### config.mk
export PLATFORM = sky130hd
export DESIGN_NAME = manchester_parity_frame_decoder_top
export DESIGN_NICKNAME = d
export VERILOG_FILES = /design/src/rtl/mpfd_pkg.sv /design/src/rtl/manchester_parity_frame_decoder_top.sv
export SDC_FILE = /design/constraint.sdc
export NUM_CORES = 1
export LEC_CHECK = 0
export BUFFER_PORTS_ARGS = -buffer_cell sky130_fd_sc_hd__clkbuf_2
export CELL_PAD_IN_SITES_DETAIL_PLACEMENT = 1
export CELL_PAD_IN_SITES_GLOBAL_PLACEMENT = 2
export CORE_MARGIN = 2
export CORE_UTILIZATION = 40
export DETAILED_ROUTE_END_ITERATION = 7
export PLACE_DENSITY_LB_ADDON = 0.1
export SETUP_SLACK_MARGIN = 0.1
export SYNTH_ARGS = -nofsm -noshare
export SYNTH_HDL_FRONTEND = slang
export SYNTH_SLANG_ARGS = --single-unit
### constraint.sdc
create_clock -name clk_i -period 5.3 [get_ports clk_i]
set_clock_uncertainty 0.05 [all_clocks]
set_input_delay 0.265 -clock clk_i [delete_from_list [all_inputs] [get_ports clk_i]]
set_output_delay 0.265 -clock clk_i [all_outputs]
set_load 0.05 [all_outputs]
### src/rtl/mpfd_pkg.sv
// Shared types and constants for the Manchester parity frame decoder.
package mpfd_pkg;

  localparam int unsigned FrameBytes = 16;
  localparam int unsigned CountW     = 5;
  localparam int unsigned FrameW     = 64;
  localparam int unsigned PosBits    = 56;
  localparam int unsigned IdW        = 27;
  localparam int unsigned FlagW      = 10;
  localparam int unsigned OffsetW    = 7;
  localparam int unsigned RssiW      = 8;
  localparam int unsigned InDataW    = 24;
  localparam int unsigned OutDataW   = 80;

  localparam logic [4:0] MarkerAll = 5'h1f;
  localparam logic [1:0] PairOne   = 2'b01;
  localparam logic [1:0] PairZero  = 2'b10;

  typedef enum logic [1:0] {
    STATUS_DECODED   = 2'd0,
    STATUS_SYMBOL    = 2'd1,
    STATUS_PARITY    = 2'd2,
    STATUS_IGNORED   = 2'd3
  } status_e;

endpackage

### src/rtl/manchester_parity_frame_decoder_top.sv
// Manchester frame decoder with 2-D parity check: top level.
//
// Slave stream: one raw radio byte per request. tlast marks the final byte
// of a frame; rssi and receive_enabled are only looked at on that byte.
// Master stream: one result per frame, presented the cycle after the final
// byte is accepted. Bytes are taken at one per cycle unless held off; the
// decode of a whole frame is done in the single cycle that accepts its final
// byte, from the collected 64-bit shift register.
// Config channel: writes rssi_offset; always ready. The user must use it
// only while idle; the block does not enforce this. The result sits in an
// output register. While it waits, s_axis_tready stays high for bytes
// that do not end a frame; a final byte is held off only when the output
// register is full and the receiver is stalling. Reset clears the frame
// collection, the stored id/value/flags/version and rssi_offset, and empties
// the output register. Result: status 0 decoded, 1 symbol error, 2 parity
// error, 3 ignored (wrong length or receive disabled); stored fields are
// shown as they stand after the frame.
module manchester_parity_frame_decoder_top
  import mpfd_pkg::*;
(
  input  logic                  clk_i,
  input  logic                  rst_ni,
  input  logic                  s_axis_tvalid,
  output logic                  s_axis_tready,
  // [7:0] rx_byte, [15:8] rssi, [16] receive_enabled, [23:17] zero
  input  logic [InDataW-1:0]    s_axis_tdata,
  input  logic                  s_axis_tlast,
  output logic                  m_axis_tvalid,
  input  logic                  m_axis_tready,
  // [1:0] status, [3:2] version, [30:4] module_id, [57:31] module_value,
  // [67:58] control_flags, [68] notify, [76:69] rssi_out, [79:77] zero
  output logic [OutDataW-1:0]   m_axis_tdata,
  input  logic                  cfg_valid_i,
  output logic                  cfg_ready_o,
  input  logic [OffsetW-1:0]    cfg_data_i
);

  logic                 in_acc;
  logic                 frame_end;
  logic [7:0]           rx_byte;
  logic [RssiW-1:0]     rssi_in;
  logic                 rx_en;

  logic [FrameW-1:0]    frame_q, frame_d, frame_sh;
  logic [CountW-1:0]    cnt_q, cnt_d, cnt_inc;
  logic                 sym_q, sym_d, sym_now, sym_any;
  logic [3:0]           nib;
  logic [1:0]           pair;

  logic [IdW-1:0]       id_q, id_d;
  logic [IdW-1:0]       value_q, value_d;
  logic [FlagW-1:0]     flags_q, flags_d;
  logic [1:0]           ver_q, ver_d;
  logic [OffsetW-1:0]   offset_q;

  logic                 out_valid_q, out_valid_d;
  status_e              status_q, status_d;
  logic                 notify_q, notify_d;
  logic [RssiW-1:0]     rssi_out_q, rssi_out_d;

  logic [7:0]           dbyte [8];
  logic [7:0]           col;
  logic                 row_bad;
  logic                 parity_good;
  logic [PosBits-1:0]   pv;
  logic [RssiW:0]       rsum;
  logic [FlagW-1:0]     flags_rev;

  assign rx_byte = s_axis_tdata[7:0];
  assign rssi_in = s_axis_tdata[15:8];
  assign rx_en   = s_axis_tdata[16];

  assign s_axis_tready = !out_valid_q || m_axis_tready || !s_axis_tlast;
  assign in_acc        = s_axis_tvalid && s_axis_tready;
  assign frame_end     = in_acc && s_axis_tlast;
  assign cfg_ready_o   = 1'b1;

  // Manchester decode of the incoming byte, most significant pair first
  always_comb begin
    nib     = '0;
    sym_now = 1'b0;
    pair    = '0;
    for (int j = 0; j < 4; j++) begin
      pair       = rx_byte[7-2*j -: 2];
      nib[3-j]   = (pair == PairOne);
      if (pair != PairOne && pair != PairZero) begin
        sym_now = 1'b1;
      end
    end
  end

  assign frame_sh = {frame_q[FrameW-5:0], nib};
  assign cnt_inc  = (cnt_q == {CountW{1'b1}}) ? cnt_q : cnt_q + CountW'(1);
  assign sym_any  = sym_q | sym_now;

  // Row and column parity, and position map: bit p sits in byte p/7,
  // bit 7-(p%7); pv holds position p at index 55-p so fields read MSB first
  always_comb begin
    col     = '0;
    row_bad = 1'b0;
    pv      = '0;
    for (int k = 0; k < 8; k++) begin
      dbyte[k] = frame_sh[FrameW-1-8*k -: 8];
      col      = col ^ dbyte[k];
      row_bad  = row_bad | (^dbyte[k]);
      for (int j = 0; j < 7; j++) begin
        pv[PosBits-1-(7*k+j)] = frame_sh[FrameW-1-8*k-j];
      end
    end
    parity_good = !row_bad && (col == 8'h00);
    for (int i = 0; i < FlagW; i++) begin
      flags_rev[i] = pv[21-i];
    end
  end

  // rssi plus offset, saturated
  assign rsum = {rssi_in[RssiW-1], rssi_in} + {{2{offset_q[OffsetW-1]}}, offset_q};

  always_comb begin
    frame_d     = frame_q;
    cnt_d       = cnt_q;
    sym_d       = sym_q;
    id_d        = id_q;
    value_d     = value_q;
    flags_d     = flags_q;
    ver_d       = ver_q;
    out_valid_d = out_valid_q && !m_axis_tready;
    status_d    = status_q;
    notify_d    = notify_q;
    rssi_out_d  = rssi_out_q;

    if (in_acc && !s_axis_tlast) begin
      frame_d = frame_sh;
      cnt_d   = cnt_inc;
      sym_d   = sym_any;
    end

    if (frame_end) begin
      frame_d     = '0;
      cnt_d       = '0;
      sym_d       = 1'b0;
      out_valid_d = 1'b1;
      notify_d    = 1'b0;
      if (rsum[RssiW] != rsum[RssiW-1]) begin
        rssi_out_d = rsum[RssiW] ? {1'b1, {(RssiW-1){1'b0}}} : {1'b0, {(RssiW-1){1'b1}}};
      end else begin
        rssi_out_d = rsum[RssiW-1:0];
      end

      if (cnt_inc != CountW'(FrameBytes) || !rx_en) begin
        status_d = STATUS_IGNORED;
      end else if (sym_any) begin
        status_d = STATUS_SYMBOL;
      end else if (!parity_good) begin
        status_d = STATUS_PARITY;
      end else begin
        status_d = STATUS_DECODED;
        ver_d    = frame_sh[FrameW-1 -: 2];
        if (frame_sh[FrameW-1 -: 2] == 2'd0) begin
          if (pv[26:22] == MarkerAll) begin
            flags_d = flags_rev;
            if (id_q != pv[53:27]) begin
              id_d    = pv[53:27];
              value_d = '0;
            end else begin
              notify_d = 1'b1;
            end
          end else begin
            id_d    = pv[53:27];
            value_d = pv[26:0];
          end
        end else begin
          // short layout: two flags from the version byte, 20-bit id/value
          flags_d  = {{(FlagW-2){1'b0}}, frame_sh[FrameW-4], frame_sh[FrameW-3]};
          id_d     = {{(IdW-20){1'b0}}, pv[51:32]};
          value_d  = {{(IdW-20){1'b0}}, pv[31:12]};
          notify_d = 1'b1;
        end
      end
    end
  end

  always_ff @(posedge clk_i or negedge rst_ni) begin
    if (!rst_ni) begin
      frame_q     <= '0;
      cnt_q       <= '0;
      sym_q       <= 1'b0;
      id_q        <= '0;
      value_q     <= '0;
      flags_q     <= '0;
      ver_q       <= '0;
      offset_q    <= '0;
      out_valid_q <= 1'b0;
    end else begin
      frame_q     <= frame_d;
      cnt_q       <= cnt_d;
      sym_q       <= sym_d;
      id_q        <= id_d;
      value_q     <= value_d;
      flags_q     <= flags_d;
      ver_q       <= ver_d;
      out_valid_q <= out_valid_d;
      if (cfg_valid_i && cfg_ready_o) begin
        offset_q <= cfg_data_i;
      end
    end
  end

  always_ff @(posedge clk_i) begin
    status_q   <= status_d;
    notify_q   <= notify_d;
    rssi_out_q <= rssi_out_d;
  end

  assign m_axis_tvalid = out_valid_q;
  assign m_axis_tdata  = {3'b000, rssi_out_q, notify_q, flags_q, value_q, id_q, ver_q,
                          status_q};

endmodule

# Word-level counts from Yosys, hierarchy flattened
# Index checks and enable logic that the tools add are counted.
# classes
n_addsub	2
n_eq_ne	19
muxes	27
bitwise_logic	18
reduce_logical	33
# ops
operator	count
27-bit 2-to-1 mux	6
60-bit 2-to-1 mux	2
8-bit parity	8
8-bit bitwise XOR	7
27-bit != test	1
10-bit 2-to-1 mux	2
8-bit 2-to-1 mux	2
5-bit 2-to-1 mux	3
5-bit equality test, second input constant	2
1-bit 2-to-1 mux	10
2-bit by 1-bit != test with 1-bit output, second input constant	5
5-bit AND reduction	2
8-bit by 7-bit adder with 9-bit output	1
1-bit logical AND	9
2-bit by 1-bit equality test with 1-bit output, second input constant	4
8-bit logical NOT	1
2-bit != test, second input constant	4
1-bit OR	8
5-bit by 1-bit adder with 5-bit output, second input constant	1
1-bit logical NOT	5
5-bit != test, second input constant	1
2-bit 2-to-1 mux	2
4-bit AND reduction	1
1-bit logical OR	3
7 further kinds	9
# word_totals
reg_bits	151
in_bits	37
output_inout_bits	83
wordCells	112

# Longest topological paths before layout
# logic_depth
ltp_word	12
ltp_mapped	10
mapped_depth_nobuf	9

# Least setup slack after synthesis
# OpenSTA, ideal clock, no wires.
# synth_path
path_kind	reg-to-reg
from	register cnt_q[0]
to	register id_q[17]
setup_ns	0.128
arrival_ns	2.888
required_time_ns	5.122
slack_ns	2.234
stages_incl_launch_ff	11
path_buffers	2
synth_period_minus_slack_ns	3.066
cell_sequence	dfrtp_1 > ha_1 > a21boi_1 > a21oi_1 > nor3b_1 > o2111ai_1 > or3_1 > clkbuf_1 > a2111oi_4 > buf_6 > mux2_1
# synth_between
elab_chain_len	6
elab_cells_between_ends	7
cone_classes	1 x add/sub; 2 x eq/ne; 1 x mux; 1 x bitwise; 2 x reduce/logical
# synth_rtl
element	line_no	source
start: declaration	manchester_parity_frame_decoder_top.sv:45	logic [CountW-1:0] cnt_q, cnt_d, cnt_inc;
start signal: assignment	manchester_parity_frame_decoder_top.sv:196	cnt_q <= cnt_d;
5-bit by 1-bit adder with 5-bit output / 5-bit equality test (equally long branches)	manchester_parity_frame_decoder_top.sv:93	assign cnt_inc = (cnt_q == {CountW{1'b1}}) ? cnt_q : cnt_q + CountW'(1);
5-bit 2-to-1 mux *	manchester_parity_frame_decoder_top.sv:93	
5-bit != test *	manchester_parity_frame_decoder_top.sv:150	if (cnt_inc != CountW'(FrameBytes) || !rx_en) begin
1-bit logical OR *	manchester_parity_frame_decoder_top.sv:150	
1-bit NOT (no source line) *	-	
5-bit AND reduction (no source line) *	-	
end signal: assignment	manchester_parity_frame_decoder_top.sv:198	id_q <= id_d;
end: declaration	manchester_parity_frame_decoder_top.sv:50	logic [IdW-1:0] id_q, id_d;
# Every way passes the cells marked *; elsewhere a longest branch is shown, timed or not.
# A chain may end at the register's enable or synchronous reset.

# Worst setup path in the final report
# layout_path
from	register cnt_q[0]
to	register flags_q[0]
# layout_between
elab_chain_len	6
elab_cells_between_ends	7
cone_classes	1 x add/sub; 2 x eq/ne; 1 x mux; 1 x bitwise; 2 x reduce/logical
# layout_rtl
element	line_no	source
5-bit by 1-bit adder with 5-bit output / 5-bit equality test (equally long branches)	manchester_parity_frame_decoder_top.sv:93	
5-bit 2-to-1 mux *	manchester_parity_frame_decoder_top.sv:93	
5-bit != test *	manchester_parity_frame_decoder_top.sv:150	
1-bit logical OR *	manchester_parity_frame_decoder_top.sv:150	
1-bit NOT (no source line) *	-	
5-bit AND reduction (no source line) *	-	
end signal: assignment	manchester_parity_frame_decoder_top.sv:200	flags_q <= flags_d;
end: declaration	manchester_parity_frame_decoder_top.sv:52	logic [FlagW-1:0] flags_q, flags_d;
# Marked as above.

==> run_results.csv <==
group,metric,value,unit
synthesis,syn_area,8648,um2
timing,post-route-period-util,0.6522,
floorplan,die_area,22810,um2
synthesis,ys_warn_count,0,
final_layout,num-fill-cells,2341,
placed_design,io_buffers,108,
worst_setup_path,start_kind,"register",
power_and_ir_drop,switchingPower,698.0,uW
routing,wl_met2,11.04,mm
floorplan,dieWidth,151.0,um
timing,post-route-min-period,3.457,ns
synthesis,synth_top_area_cell,"dfrtp_1",
global_route,grt.overflow.total,0,
routing,dr.max_layer_used,"met4",
timing,report.final.slew_viol_count,0,
routing,via_count,6160,
job,drv_cap,0,
synthesis,synth.top_cell.area_share,0.4051,
final_layout,drive_gt1_frac,0.2302,
global_route,grt_max_degree,75,
routing,wl_per_cell,19.20,um
timing,tightest_slew,1.159,ns
power_and_ir_drop,p_comb_frac,0.112,
cts,h-tree-depth,4,
routing,drt_iter0_markers,212,
routing,dr.pass1.iters,4,
cts,cts_buffers,17,
synthesis,avgSynthCellArea,10.46,um2
routing,drt-met1-wl,10.69,mm
synthesis,synthCells,827,
timing,final.setup.tns,0,ns
final_layout,area.growth.synth_to_final,14.66,%
final_layout,final_common_cell,"dfrtp_1",
synthesis,ys_async_sr_fraction,0.9272,
timing,max_freq,289.3,MHz
routing,wl,22.72,mm
power_and_ir_drop,swShare,0.2432,
final_layout,stdcell_area,9916,um2
routing,via_per_inst,5.207,
cts,cts_root_buf,"clkbuf_16",
placed_design,gp_congestion,0.7781,
run_status,outcome,"finished, final reports clean",
synthesis,synth-edff-count,11,
synthesis,yosysUniqueCellTypes,49,
synthesis,yosys-top-cells-area,"dfrtp_1 (41%), xnor2_1 (11%), mux2_2 (6.8%)",
floorplan,core,21150,um2
final_layout,layout.cells.non_filler,1183,
placed_design,dp_hpwl,16.00,mm
timing,rsz0062_at_grt,"false",
floorplan,die_y,151.0,um
global_route,grt_pass1_vias,6635,
power_and_ir_drop,ir_drop,193.5,uV
power_and_ir_drop,p_int,2172,uW
worst_setup_path,critPathCaptureType,"register",
routing,wl_met3,628,um
worst_setup_path,arrival,3.70,ns
cts,clkSinkCount,151,
global_route,antenna_found_initial,0,
cts,cts_tree,"built",
cts,clock_latency,0.42,ns
cts,post_cts_resized,0,
final_layout,fin_util,0.4687,
global_route,grt_pass1_wl,37.48,mm
worst_setup_path,cp_max_fo,10,
timing,hold_ws,0.03245,ns
global_route,grt_util_all_layers,0.2138,
cts,cts_max_path_buffers,2,
floorplan,ios,120,
power_and_ir_drop,p_per_area,289.5,nW/um2
worst_setup_path,critPathKind,"reg -> reg",
placed_design,place_area,9254,um2
final_layout,final_nets,950,
synthesis,yosys_register_bits,151,
timing,timing.slew.headroom,0.2210,
final_layout,antennaDiodeCount,0,
power_and_ir_drop,power_frac_clock,0.460,
synthesis,synth-seq-area-share,0.4433,
timing,setup_viol,0,
placed_design,placed_cells,1150,
routing,ant_nets,0,
floorplan,rows,53,
power_and_ir_drop,seq_power_share,0.427,
worst_setup_path,critPathRequiredTime,5.55,ns
routing,remaining_drc_errors,0,
floorplan,initial_core_util,0.4088,
timing,hold_viol,0,
hold_path,hold_class,"in -> reg",
power_and_ir_drop,leakage,0.004759,uW
final_layout,mostFrequentLayoutCells,"dfrtp_1 (140), xnor2_1 (109), clkbuf_2 (107), nand2_1 (103), mux2_2 (52)",
synthesis,ys.flop_type,"dfrtp_1",
cts,cts.reportedPaths.clkPinSlew,0.06,ns
## what timing repair did
action / 4_1_cts / 5_1_grt
endpoints found under the hold margin: 74 / 0
buffers inserted: 0 / 0
hold buffers: 2 / 0
## sequential cells by signal, summed over array words and instances, names as in the netlist
signal	count
ver_q	2
cnt_q	5
status_q	2
frame_q	60
offset_q	7
flags_q	10
id_q	27
m_axis_tvalid	1
notify_q	1
sym_q	1
rssi_out_q	8
value_q	27
## layout make-up
class,count,area [um2],area share
flip-flops and latches,151,3834,0.3866
clock buffers,24,501.7,0.05060
inverters,40,150.1,0.01514
clock inverters,7,140.1,0.01413
multi-input cells,568,4319,0.4356
repair buffers,118,626.9,0.06322
well taps,275,344.1,0.03470
## cell usage after synthesis, types with 10 or more instances
| master | n |
|---|---|
| o21ai_0 | 22 |
| xor2_1 | 32 |
| o31ai_1 | 14 |
| a21oi_1 | 17 |
| mux2_2 | 52 |
| nor2_1 | 12 |
| xnor2_1 | 109 |
| edfxtp_1 | 11 |
| nand3_1 | 15 |
| buf_2 | 25 |
| dfrtp_1 | 140 |
| and2_1 | 10 |
| mux2_1 | 33 |
| inv_1 | 40 |
| clkbuf_1 | 29 |
| ha_1 | 16 |
| nand2_1 | 104 |
| nand3b_1 | 49 |
## stage by stage
| step | power (uW) | setup WS (ns) |
|---|---|---|
| finish | 2870 | 1.843 |
| CTS | 2914 | 1.824 |
| detailed placement | 1572 | 1.842 |
| floorplan | 1474 | 2.234 |
| global placement | 1561 | 1.918 |
| global route | 2992 | 1.614 |
## critical path, stage by stage, from the launching register on
cell	delay (ns)
dfrtp_1	0.48
ha_1	0.30
a21boi_1	0.19
a21oi_1	0.09
nor3b_1	0.18
o2111ai_1	0.16
or3_1	0.51
a2111oi_4	0.95
mux2_2	0.42
## kinds of logic after synthesis
logic type,Yosys count,share of synthesized area
buffers and inverters,110,0.05874
adders and majority gates,17,0.02546
other,2,0.0008684
muxes,94,0.1211
xor gates and xnor gates,141,0.1428
AOI/OAI and AO/OA,79,0.06322
and+or+nand+nor,233,0.1445
DFF,151,0.4433
## routing by layer
layer / vias to the layer above / global-route usage
met4: 0 / 0.06449
met1: 3132 / 0.2932
met2: 116 / 0.3525
met5: - / 0
met3: 18 / 0.03012
li1: 2894 / -
## power groups by stage
| stage | registers, uW | clock network (uW) | logic, uW |
|---|---|---|---|
| floorplan | 1260 | 0 | 212 |
| global placement | 1250 | 0 | 316 |
| detailed placement | 1250 | 0 | 325 |
| CTS | 1230 | 1360 | 329 |
| global route | 1230 | 1400 | 359 |
| finish | 1230 | 1320 | 323 |
## path summary, 6_finish.rpt
check,start,to,slack [ns],cells after the start
min reg2reg,value_q[11]$_DFFE_PN0P_,value_q[11]$_DFFE_PN0P_,0.44,1
max reg2reg,cnt_q[0]$_DFFE_PN0P_,flags_q[0]$_DFFE_PN0P_,1.84,8
min,cfg_data_i[0],offset_q[0]$_DFFE_PN0P_,0.03,2
max,cnt_q[0]$_DFFE_PN0P_,flags_q[0]$_DFFE_PN0P_,1.84,8
min in group asynchronous,rst_ni,id_q[9]$_DFFE_PN0P_,0.40,2
max in group asynchronous,rst_ni,frame_q[17]$_DFFE_PN0P_,3.41,3
No activity file was read; power rests on OpenSTA's default activity.
